File: src/phrm_pkg.sv
package phrm_pkg;
   localparam int AVG_DEPTH_DEF   = 8;
   localparam int SAMPLE_BITS_DEF = 18;
   localparam int DATA_W  = 18;
   localparam int TIME_W  = 32;
   localparam int BPM_W   = 16;
   localparam int ACC_W   = 52;
   localparam logic [15:0] W_DC_OLD = 16'd62259;
   localparam logic [15:0] W_DC_NEW = 16'd3277;
   localparam logic [15:0] W_LP_OLD = 16'd52429;
   localparam logic [15:0] W_LP_NEW = 16'd13107;
   localparam logic [15:0] BPM_NUM  = 16'd60000;
   localparam logic [1:0] CLS_NORMAL = 2'd0;
   localparam logic [1:0] CLS_LOW    = 2'd1;
   localparam logic [1:0] CLS_HIGH   = 2'd2;
   localparam logic [1:0] ST_NOBEAT  = 2'd3;
   localparam logic [2:0] REG_THRESH  = 3'd0;
   localparam logic [2:0] REG_MIN_INT = 3'd1;
   localparam logic [2:0] REG_TIMEOUT = 3'd2;
   localparam logic [2:0] REG_LOW     = 3'd3;
   localparam logic [2:0] REG_HIGH    = 3'd4;

   typedef struct packed {
      logic [DATA_W-1:0] infrared_sample;
      logic [DATA_W-1:0] red_sample;
      logic [TIME_W-1:0] time_ms;
   } req_type;

   typedef struct packed {
      logic [BPM_W-1:0]  bpm_avg;
      logic [DATA_W-1:0] red_raw;
      logic [DATA_W-1:0] ir_echo;
      logic [1:0]        rate_status;
      logic              emergency;
      logic              valid_res;
   } rsp_type;

   // controls for the bit-serial multiply-accumulate unit
   typedef struct packed {
      logic        start;
      logic [15:0] coef;
   } mac_ctl_type;
endpackage

File: src/phrm_if.sv
interface phrm_req_if;
   import phrm_pkg::*;
   logic    valid;
   logic    ready;
   req_type data;
   modport source (output valid, output data, input ready);
   modport sink (input valid, input data, output ready);
endinterface

interface phrm_rsp_if;
   import phrm_pkg::*;
   logic    valid;
   logic    ready;
   rsp_type data;
   modport source (output valid, output data, input ready);
   modport sink (input valid, input data, output ready);
endinterface

File: src/ppg_heart_rate_monitor.sv
// PPG heart-rate monitor.
// req channel: one item per sample (infrared, red, millisecond stamp).
// rsp channel: zero or one item per sample; a beat item with the averaged
//   bpm and its class, or a no-beat item after the silence timeout.
// csr port: write enable, index, data; writes are taken any cycle, but
//   registers should only change while the block is idle.
// Each sample runs through a 16-bit shift-add multiplier four times
// (DC old/new, low-pass old/new), then through a detect state.
// A beat adds a 32-step restoring divide of 60000 by the interval, a
// serial sum of the n filled history entries and a 32-step divide by n.
// One sample is in work at a time; req.ready is high only in the idle
// state, so the next sample is taken once the last one is through.
// Reset (synchronous) reloads the register defaults and clears the filter,
// the beat history count and the class history.
// A finished item waits in the rsp register; the next sample is accepted
// while it waits, and its own result waits until the register drains.
module ppg_heart_rate_monitor #(
   parameter int AVG_DEPTH   = phrm_pkg::AVG_DEPTH_DEF,
   parameter int SAMPLE_BITS = phrm_pkg::SAMPLE_BITS_DEF
) (
   input  logic        clock,
   input  logic        reset,
   phrm_req_if.sink    req,
   phrm_rsp_if.source  rsp,
   input  logic        csr_write_enable,
   input  logic [2:0]  csr_index,
   input  logic [17:0] csr_write_data
);
   import phrm_pkg::*;
   localparam int SLOT_W = (AVG_DEPTH > 1) ? $clog2(AVG_DEPTH) : 1;
   localparam int CNT_W  = $clog2(AVG_DEPTH + 1);
   localparam int SUM_W  = BPM_W + CNT_W;
   // sample bits that reach the filter; the port carries DATA_W bits
   localparam int IR_BITS = (SAMPLE_BITS < DATA_W) ? SAMPLE_BITS : DATA_W;

   localparam logic [3:0] S_IDLE = 4'd0, S_DC1 = 4'd1, S_DC2 = 4'd2,
      S_LP1 = 4'd3, S_LP2 = 4'd4, S_DET = 4'd5, S_DIV1 = 4'd6, S_SUM = 4'd7,
      S_DIV2 = 4'd8, S_CLS = 4'd9, S_OUT = 4'd10, S_TMO = 4'd11;

   logic [3:0] state_ff, state_in;
   logic [17:0] thr_ff;
   logic [15:0] min_ff, tmo_ff, lo_ff, hi_ff;

   logic [DATA_W-1:0] ir_ff, red_ff;
   logic [TIME_W-1:0] now_ff;
   logic [ACC_W-1:0]  dc_ff, smooth_ff, part_ff;
   logic              armed_off_ff, first_ff;
   logic [TIME_W-1:0] stamp_ff;
   logic [BPM_W-1:0]  hist_mem [AVG_DEPTH];
   logic [SLOT_W-1:0] slot_ff;
   logic [CNT_W-1:0]  filled_ff;
   logic [1:0]        cls0_ff, cls1_ff;
   logic              busy_ff, phase_ff;

   logic [ACC_W-1:0]  xq;
   logic [TIME_W-1:0] delta;
   logic              mac_done;
   logic [ACC_W-1:0]  mac_prod;
   mac_ctl_type       mac_ctl;
   logic [ACC_W-17:0] mac_mag;
   logic [ACC_W-1:0]  ac_val;
   logic              ac_neg, sm_neg;

   // divider: quotient register, remainder, divisor, count
   logic [TIME_W-1:0] dquo_ff, drem_ff, ddiv_ff;
   logic [4:0]        dcnt_ff;
   logic [TIME_W:0]   dtrial;
   logic [SUM_W-1:0]  sum_ff;
   logic [CNT_W-1:0]  sidx_ff;
   logic [BPM_W-1:0]  avg_ff;
   logic [BPM_W-1:0]  hist_rd_ff;
   logic [1:0]        cls;
   rsp_type           out_ff;
   logic              out_valid_ff;
   logic              tmo_hit, out_load;

   assign xq = {{(ACC_W-16-IR_BITS){1'b0}}, ir_ff[IR_BITS-1:0], 16'd0};
   assign delta = now_ff - stamp_ff;
   assign ac_val = xq - dc_ff;
   assign ac_neg = ac_val[ACC_W-1];
   assign sm_neg = smooth_ff[ACC_W-1];
   assign dtrial = {drem_ff, dquo_ff[TIME_W-1]} - {1'b0, ddiv_ff};
   assign tmo_hit = delta >= {16'd0, (tmo_ff == 16'd0) ? 16'd1 : tmo_ff};
   assign out_load = (state_ff == S_OUT || (state_ff == S_TMO && tmo_hit)) &&
                     (!out_valid_ff || rsp.ready);

   always_comb begin
      mac_ctl.start = 1'b0;
      mac_ctl.coef = W_DC_OLD;
      mac_mag = dc_ff[ACC_W-17:0];
      if (state_ff == S_IDLE && req.valid && req.ready) mac_ctl.start = 1'b0;
      unique case (state_ff)
         S_DC1: begin mac_ctl.coef = W_DC_OLD; mac_mag = dc_ff[ACC_W-17:0]; end
         S_DC2: begin mac_ctl.coef = W_DC_NEW; mac_mag = xq[ACC_W-17:0]; end
         S_LP1: begin
            mac_ctl.coef = W_LP_OLD;
            mac_mag = sm_neg ? (~smooth_ff[ACC_W-17:0] + 1'b1) : smooth_ff[ACC_W-17:0];
         end
         S_LP2: begin
            mac_ctl.coef = W_LP_NEW;
            mac_mag = ac_neg ? (~ac_val[ACC_W-17:0] + 1'b1) : ac_val[ACC_W-17:0];
         end
         default: ;
      endcase
      mac_ctl.start = !phase_ff && (state_ff == S_DC1 || state_ff == S_DC2 ||
                                    state_ff == S_LP1 || state_ff == S_LP2);
   end

   phrm_mac u_mac (
      .clock(clock), .reset(reset), .ctl(mac_ctl), .mag(mac_mag),
      .product(mac_prod), .done(mac_done)
   );

   logic [ACC_W-1:0] rnd;
   assign rnd = (mac_prod + 52'd32768) >> 16;

   always_comb begin
      if (avg_ff < lo_ff) cls = CLS_LOW;
      else if (avg_ff > hi_ff) cls = CLS_HIGH;
      else cls = CLS_NORMAL;
   end

   assign req.ready = (state_ff == S_IDLE);
   assign rsp.valid = out_valid_ff;
   assign rsp.data = out_ff;

   always_ff @(posedge clock) begin
      if (reset) begin
         thr_ff <= 18'd20; min_ff <= 16'd300; tmo_ff <= 16'd1000;
         lo_ff <= 16'd40; hi_ff <= 16'd120;
      end else if (csr_write_enable) begin
         unique case (csr_index)
            REG_THRESH:  thr_ff <= csr_write_data;
            REG_MIN_INT: min_ff <= csr_write_data[15:0];
            REG_TIMEOUT: tmo_ff <= csr_write_data[15:0];
            REG_LOW:     lo_ff <= csr_write_data[15:0];
            REG_HIGH:    hi_ff <= csr_write_data[15:0];
            default: ;
         endcase
      end
   end

   always_comb begin
      state_in = state_ff;
   end

   always_ff @(posedge clock) begin
      if (reset) begin
         state_ff <= S_IDLE; phase_ff <= 1'b0; dc_ff <= '0; smooth_ff <= '0;
         armed_off_ff <= 1'b0; first_ff <= 1'b1; stamp_ff <= '0;
         slot_ff <= '0; filled_ff <= '0; cls0_ff <= CLS_NORMAL;
         cls1_ff <= CLS_NORMAL; out_valid_ff <= 1'b0; busy_ff <= 1'b0;
      end else begin
         if (out_load) out_valid_ff <= 1'b1;
         else if (rsp.valid && rsp.ready) out_valid_ff <= 1'b0;
         hist_rd_ff <= hist_mem[sidx_ff[SLOT_W-1:0]];
         unique case (state_in)
            S_IDLE: if (req.valid) begin
               ir_ff <= req.data.infrared_sample;
               red_ff <= req.data.red_sample;
               now_ff <= req.data.time_ms;
               busy_ff <= 1'b1;
               state_ff <= S_DC1;
               phase_ff <= 1'b0;
               if (first_ff) begin
                  dc_ff <= {{(ACC_W-16-IR_BITS){1'b0}},
                            req.data.infrared_sample[IR_BITS-1:0], 16'd0};
                  stamp_ff <= req.data.time_ms;
                  first_ff <= 1'b0;
               end
            end
            S_DC1: if (!phase_ff) phase_ff <= 1'b1;
               else if (mac_done) begin
                  part_ff <= mac_prod; phase_ff <= 1'b0; state_ff <= S_DC2;
               end
            S_DC2: if (!phase_ff) phase_ff <= 1'b1;
               else if (mac_done) begin
                  dc_ff <= (part_ff + mac_prod + 52'd32768) >> 16;
                  phase_ff <= 1'b0; state_ff <= S_LP1;
               end
            S_LP1: if (!phase_ff) phase_ff <= 1'b1;
               else if (mac_done) begin
                  part_ff <= sm_neg ? (~rnd + 1'b1) : rnd;
                  phase_ff <= 1'b0; state_ff <= S_LP2;
               end
            S_LP2: if (!phase_ff) phase_ff <= 1'b1;
               else if (mac_done) begin
                  smooth_ff <= part_ff + (ac_neg ? (~rnd + 1'b1) : rnd);
                  phase_ff <= 1'b0; state_ff <= S_DET;
               end
            S_DET: begin
               if (!sm_neg && smooth_ff > {18'd0, thr_ff, 16'd0} && !armed_off_ff) begin
                  if (delta > {16'd0, min_ff} && delta != '0) begin
                     armed_off_ff <= 1'b1;
                     ddiv_ff <= delta;
                     dquo_ff <= {16'd0, BPM_NUM};
                     drem_ff <= '0;
                     dcnt_ff <= 5'd31;
                     state_ff <= S_DIV1;
                  end else state_ff <= S_TMO;
               end else begin
                  if (sm_neg) armed_off_ff <= 1'b0;
                  state_ff <= S_TMO;
               end
            end
            S_DIV1: begin
               if (!dtrial[TIME_W]) begin
                  drem_ff <= dtrial[TIME_W-1:0];
                  dquo_ff <= {dquo_ff[TIME_W-2:0], 1'b1};
               end else begin
                  drem_ff <= {drem_ff[TIME_W-2:0], dquo_ff[TIME_W-1]};
                  dquo_ff <= {dquo_ff[TIME_W-2:0], 1'b0};
               end
               dcnt_ff <= dcnt_ff - 5'd1;
               if (dcnt_ff == 5'd0) state_ff <= S_SUM;
               sidx_ff <= '0;
               sum_ff <= '0;
            end
            S_SUM: begin
               if (busy_ff) begin
                  hist_mem[slot_ff] <= dquo_ff[BPM_W-1:0];
                  slot_ff <= (slot_ff == SLOT_W'(AVG_DEPTH-1)) ? '0 : slot_ff + 1'b1;
                  if (filled_ff != CNT_W'(AVG_DEPTH)) filled_ff <= filled_ff + 1'b1;
                  busy_ff <= 1'b0;
               end else if (!phase_ff) begin
                  // entry sidx_ff is being read into hist_rd_ff
                  phase_ff <= 1'b1;
               end else if (sidx_ff == filled_ff) begin
                  ddiv_ff <= {{(TIME_W-CNT_W){1'b0}}, filled_ff};
                  dquo_ff <= {{(TIME_W-SUM_W){1'b0}}, sum_ff};
                  drem_ff <= '0;
                  dcnt_ff <= 5'd31;
                  phase_ff <= 1'b0;
                  state_ff <= S_DIV2;
               end else begin
                  sum_ff <= sum_ff + {{CNT_W{1'b0}}, hist_rd_ff};
                  sidx_ff <= sidx_ff + 1'b1;
                  phase_ff <= 1'b0;
               end
            end
            S_DIV2: begin
               if (!dtrial[TIME_W]) begin
                  drem_ff <= dtrial[TIME_W-1:0];
                  dquo_ff <= {dquo_ff[TIME_W-2:0], 1'b1};
               end else begin
                  drem_ff <= {drem_ff[TIME_W-2:0], dquo_ff[TIME_W-1]};
                  dquo_ff <= {dquo_ff[TIME_W-2:0], 1'b0};
               end
               dcnt_ff <= dcnt_ff - 5'd1;
               if (dcnt_ff == 5'd0) state_ff <= S_CLS;
            end
            S_CLS: begin
               avg_ff <= dquo_ff[BPM_W-1:0];
               state_ff <= S_OUT;
            end
            S_OUT: if (out_load) begin
               out_ff.bpm_avg <= avg_ff;
               out_ff.red_raw <= red_ff;
               out_ff.ir_echo <= ir_ff;
               out_ff.rate_status <= cls;
               out_ff.emergency <= (cls1_ff == cls) && (cls == CLS_LOW || cls == CLS_HIGH);
               out_ff.valid_res <= 1'b1;
               cls0_ff <= cls1_ff; cls1_ff <= cls;
               stamp_ff <= now_ff;
               busy_ff <= 1'b0;
               state_ff <= S_IDLE;
            end
            S_TMO: begin
               if (tmo_hit) begin
                  if (out_load) begin
                     out_ff.bpm_avg <= '0;
                     out_ff.red_raw <= red_ff;
                     out_ff.ir_echo <= ir_ff;
                     out_ff.rate_status <= ST_NOBEAT;
                     out_ff.emergency <= (cls1_ff == CLS_LOW);
                     out_ff.valid_res <= 1'b0;
                     cls0_ff <= cls1_ff; cls1_ff <= CLS_LOW;
                     stamp_ff <= now_ff;
                     busy_ff <= 1'b0;
                     state_ff <= S_IDLE;
                  end
               end else begin
                  busy_ff <= 1'b0;
                  state_ff <= S_IDLE;
               end
            end
            default: state_ff <= S_IDLE;
         endcase
      end
   end
endmodule

File: src/phrm_mac.sv
// Shift-add multiplier: product = mag * coef, one coefficient bit per cycle;
// done rises once all 16 coefficient bits have been added in.
module phrm_mac (
   input  logic                           clock,
   input  logic                           reset,
   input  phrm_pkg::mac_ctl_type          ctl,
   input  logic [phrm_pkg::ACC_W-17:0]    mag,
   output logic [phrm_pkg::ACC_W-1:0]     product,
   output logic                           done
);
   import phrm_pkg::*;
   logic [ACC_W-1:0] acc_ff, acc_in;
   logic [15:0]      coef_ff, coef_in;
   logic [ACC_W-1:0] mcand_ff, mcand_in;
   logic [4:0]       cnt_ff, cnt_in;

   always_comb begin
      acc_in = acc_ff;
      coef_in = coef_ff;
      mcand_in = mcand_ff;
      cnt_in = cnt_ff;
      if (ctl.start) begin
         acc_in = '0;
         coef_in = ctl.coef;
         mcand_in = {16'd0, mag};
         cnt_in = 5'd16;
      end else if (cnt_ff != 5'd0) begin
         if (coef_ff[0]) acc_in = acc_ff + mcand_ff;
         coef_in = coef_ff >> 1;
         mcand_in = mcand_ff << 1;
         cnt_in = cnt_ff - 5'd1;
      end
   end

   always_ff @(posedge clock) begin
      if (reset) cnt_ff <= '0;
      else cnt_ff <= cnt_in;
      acc_ff <= acc_in;
      coef_ff <= coef_in;
      mcand_ff <= mcand_in;
   end

   assign product = acc_ff;
   assign done = (cnt_ff == 5'd0);
endmodule
File: src/flat_wrapper.sv
// flat-port wrapper written by rule: the top's interface ports become plain ports
module ppg_heart_rate_monitor_flat import phrm_pkg::*;
#(
   parameter int AVG_DEPTH   = phrm_pkg::AVG_DEPTH_DEF,
   parameter int SAMPLE_BITS = phrm_pkg::SAMPLE_BITS_DEF
)
  (clock, reset, csr_write_enable, csr_index, csr_write_data, req_valid, req_data, req_ready, rsp_valid, rsp_data, rsp_ready);
  phrm_req_if req_i ();
  phrm_rsp_if rsp_i ();
  input  logic clock;
  input  logic reset;
  input  logic csr_write_enable;
  input  logic [2:0] csr_index;
  input  logic [17:0] csr_write_data;
  input wire logic [$bits(req_i.valid)-1:0] req_valid;
  input wire logic [$bits(req_i.data)-1:0] req_data;
  output wire logic [$bits(req_i.ready)-1:0] req_ready;
  output wire logic [$bits(rsp_i.valid)-1:0] rsp_valid;
  output wire logic [$bits(rsp_i.data)-1:0] rsp_data;
  input wire logic [$bits(rsp_i.ready)-1:0] rsp_ready;
  assign req_i.valid = req_valid;
  assign req_i.data = req_data;
  assign req_ready = req_i.ready;
  assign rsp_valid = rsp_i.valid;
  assign rsp_data = rsp_i.data;
  assign rsp_i.ready = rsp_ready;
  ppg_heart_rate_monitor #(.AVG_DEPTH(AVG_DEPTH), .SAMPLE_BITS(SAMPLE_BITS)) u_core (.clock(clock), .reset(reset), .req(req_i), .rsp(rsp_i), .csr_write_enable(csr_write_enable), .csr_index(csr_index), .csr_write_data(csr_write_data));
endmodule
File: config.mk
export PLATFORM = sky130hd
export DESIGN_NAME = ppg_heart_rate_monitor_flat
export DESIGN_NICKNAME = d
export VERILOG_FILES = /design/src/phrm_pkg.sv /design/src/phrm_if.sv /design/src/ppg_heart_rate_monitor.sv /design/src/phrm_mac.sv /design/src/flat_wrapper.sv
export SDC_FILE = /design/constraint.sdc
export NUM_CORES = 2
export LEC_CHECK = 0
export CAP_MARGIN = 10
export CELL_PAD_IN_SITES_DETAIL_PLACEMENT = 0
export CELL_PAD_IN_SITES_GLOBAL_PLACEMENT = 1
export CORE_UTILIZATION = 46
export CTS_CLUSTER_DIAMETER = 50
export CTS_CLUSTER_SIZE = 24
export DETAILED_ROUTE_END_ITERATION = 8
export DONT_BUFFER_PORTS = 1
export MAX_ROUTING_LAYER = met4
export PLACE_DENSITY_LB_ADDON = 0.1
export SLEW_MARGIN = 20
export SYNTH_ARGS = -nofsm -noshare
export SYNTH_HDL_FRONTEND = slang
export SYNTH_SLANG_ARGS = --single-unit
File: constraint.sdc
create_clock -name clock -period 7.77 [get_ports clock]
set_clock_uncertainty 0.2 [all_clocks]
set_input_delay 1.554 -clock clock [delete_from_list [all_inputs] [get_ports clock]]
set_output_delay 1.554 -clock clock [all_outputs]
set_load 0.1 [all_outputs]
==> flow_summary.yaml <==
outcome:
  status: "complete, no violations"
logic_synthesis:
  synth_warnings: 0
  postSynthAreaPerCell_um2: 9.39
  synth_top_area_cell: "edfxtp_1"
  syn_nets: 5892
  async_flop_share: 0
  synth_top_area_frac: 0.304
  netlist_area_mm2: 0.0508
  synth_flop_cell: "edfxtp_1"
  synth_edf_count: 513
  synth.area.top_cells: "edfxtp_1 30%, dfxtp_1 12%, ha_1 9.6%"
  synth_seq_cells: 806
  syn_inst: 5403
  yosys.cell_types.count: 110
  yosysSeqAreaShare: 0.419
timing:
  setup_viol: 0
  timing.fmax_mhz: 142
  rsz0062_at_grt: "false"
  fin_tns_setup_ns: 0
  fin_hold_ws_ns: 0.215
  hold_viol: 0
  maxSlewHeadroom: 0.245
  finalCriticalPeriod_ns: 7.02
  slew_viol_final: 0
  finalCritPeriodShare: 0.903
  worst_pin_slew_ns: 1.12
clock_network:
  cts_buffer_depth: 3
  cts-root-buf: "clkbuf_16"
  cts.repair.resized: 0
  cts.clk_slew.worst_paths_ns: 0.08
  htreeDepth: 3
  cts_tree: "done"
  cts_num_sinks: 806
  cts_buffers: 109
  cts_hold_buf: 0
  clk_latency_ns: 0.72
  postCtsSetupBuffers: 0
flow_run:
  maxCapViolCount: 0
place:
  gp_congestion: 0.933
  port_buffers: 0
  dp_hpwl_mm: 117
  place_area_mm2: 0.0524
power:
  pwr-share-clk: 0.264
  p_total_mw: 20.4
  p_sw_mw: 8.78
  internal_power_mw: 11.6
  irDropWorstVdd_mv: 0.292
  seqPwrFrac: 0.287
  p_leak_nw: 21.8
  combPwrFrac: 0.449
  p_per_area_mw_per_mm2: 361
  p_sw_frac: 0.431
setup_path:
  critPathRequiredTime_ns: 8.19
  crit_arrival_ns: 7.44
  start_kind: "flop"
  path_class: "flop to flop"
  critPathMaxFanout: 29
  endpoint_kind: "flop"
cells_and_area:
  fin_nets: 5823
  area_growth_pct: 11.1
  post-route-util: 0.517
  drive_gt1_frac: 0.0814
  final_cell_area_mm2: 0.0564
die:
  coreArea_mm2: 0.109
  start_util: 0.465
  die_area_mm2: 0.112
  rows: 121
  fp.dieH_um: 334
  io_pins: 152
  die_x_um: 334
route:
  first_pass_iters: 8
  drtAntennaViolNets: 0
  drt_iter0_drc: 3601
  drc: 0
  drt-total-wl_mm: 160
  wl_per_cell_um: 23.1
  routed_via_density: 5.92
  via_count: 40900
worst_hold_path:
  hold_path_class: "flop to flop"
grt:
  first_global_vias: 38200
  grt_pass1_wl_mm: 241
  grt_max_degree: 236
  antenna_found_initial: 8
  grtUsageTotal: 0.290
  grt.overflow.total: 0
## sequential cells by signal (all words and copies together) (netlist names), 36 cells and up
| name | count |
|---|---|
| u_core.part_ff | 52 |
| u_core.smooth_ff | 52 |
| u_core.rsp.data | 56 |
| u_core.u_mac.product | 52 |
| u_core.dc_ff | 36 |
| u_core.u_mac.mcand_ff | 52 |
| u_core.hist_mem | 128 |
## worst paths after layout
| path | from | endpoint | slack (ns) | cells after the start |
|---|---|---|---|---|
| setup / recovery | u_core.ir_ff[6] | u_core.smooth_ff[49] | 0.75 | 23 |
| hold / removal | u_core.red_ff[11] | u_core.rsp.data[33] | 0.22 | 0 |
| setup reg to reg | u_core.ir_ff[6] | u_core.smooth_ff[49] | 0.75 | 23 |
| hold reg to reg | u_core.red_ff[11] | u_core.rsp.data[33] | 0.22 | 0 |
## synthesized netlist by cell type (all sizes together), types with 16 or more instances
cell type	count
a2111oi	18
nand4	60
o21bai	33
nand2b	45
xor2	127
and3	52
a21oi	485
nor2	338
mux2	51
or2	21
o31ai	38
o21ai	305
clkbuf	216
nand2	684
mux4	32
a211o	19
a222oi	21
ha	390
edfxtp	513
a31oi	45
nand3	160
a21o	170
a22oi	30
o21a	34
or3	47
buf	40
dfxtp	293
nor3	95
mux2i	16
o211ai	49
nor2b	45
and4	21
inv	263
a221oi	18
a211oi	60
xnor2	259
or4	16
and2	68
nor4	39
## cells by family (layout without fill, tap and decap cells)
group                      count (synthesis)  in the layout  synth area share
muxes                                     99             99            0.0287
and+or+nand+nor                         1736           1736             0.163
xor gates and xnor gates                 386            386            0.0666
buffers and inverters                    520            548            0.0396
other                                      0              5                 0
DFF                                      806            806             0.419
adders and majority gates                396            396            0.0983
AOI/OAI and AO/OA                       1460           1460             0.184
## power by group through the flow
stage / Sequential, mW / Combinational [mW] / Clock (mW)
3_5_place_dp: 5.90 / 9.00 / 0
5_1_grt: 5.88 / 10.0 / 5.63
3_3_place_gp: 5.89 / 9.01 / 0
6_report: 5.85 / 9.15 / 5.37
2_1_floorplan: 5.46 / 6.69 / 0
4_1_cts: 5.81 / 9.05 / 5.48
## placed cells by master (no fill, tap or decap), types with 21 or more instances in the layout
cell type | netlist | layout
a211oi_1 | 59 | 58
a21o_1 | 170 | 170
a21oi_1 | 483 | 481
a222oi_1 | 21 | 21
a22oi_1 | 29 | 29
a31oi_1 | 45 | 44
and2_1 | 68 | 68
and3_1 | 52 | 51
buf_4 | 0 | 74
clkbuf_16 | 0 | 116
dfxtp_1 | 293 | 291
edfxtp_1 | 513 | 513
ha_1 | 390 | 390
inv_1 | 263 | 263
mux2_1 | 30 | 30
mux2_2 | 21 | 21
mux4_2 | 32 | 32
nand2_1 | 684 | 682
nand2b_1 | 45 | 45
nand3_1 | 160 | 158
nand4_1 | 57 | 57
nor2_1 | 336 | 329
nor2b_1 | 45 | 43
nor3_1 | 94 | 87
nor4_1 | 32 | 30
o211ai_1 | 49 | 49
o21a_1 | 34 | 34
o21ai_0 | 298 | 298
o21bai_1 | 33 | 33
o31ai_1 | 36 | 36
or3_1 | 46 | 46
xnor2_1 | 259 | 258
xor2_1 | 127 | 127
## layer usage
layer / GRT usage / part of all wire
met5: - / 0
met4: 0.0627 / 0.021
met3: 0.0446 / 0.064
met2: 0.415 / 0.42
met1: 0.429 / 0.49
## final cells by class
cell class	instances	area [um^2]
clock buffers	120	2930
inverters	264	991
diodes	5	12.5
fillers	10100	52800
well taps	1476	1850
repair buffers	76	603
flip-flops and latches	806	21300
clock inverters	88	1050
multi-input cells	4077	27700
## critical path, cell delays in order (launching register included)
cell       delay (ns)
edfxtp_1         0.42
ha_1             0.42
a21oi_1          0.27
o31ai_1          0.17
a2111oi_0        0.71
a211o_1          0.30
o31ai_1          0.11
buf_4            0.16
o311ai_4         0.45
buf_4            0.45
o21ai_0          0.18
xor2_1           0.18
ha_1             0.38
a21o_1           0.20
a21o_1           0.17
a21oi_1          0.15
o21ai_0          0.21
o31ai_1          0.29
a21oi_1          0.14
a221o_1          0.37
o41ai_1          0.43
o21ai_0          0.20
xnor2_1          0.17
o31ai_1          0.17
## metrics by stage
step	instances	worst slack (ns)
3_5_place_dp	6699	0.867
3_3_place_gp	6699	0.959
2_1_floorplan	5403	0.0747
4_1_cts	6907	0.818
6_report	6912	0.751
5_1_grt	6909	0.349
Note: power is estimated with default switching activity, not from simulation.
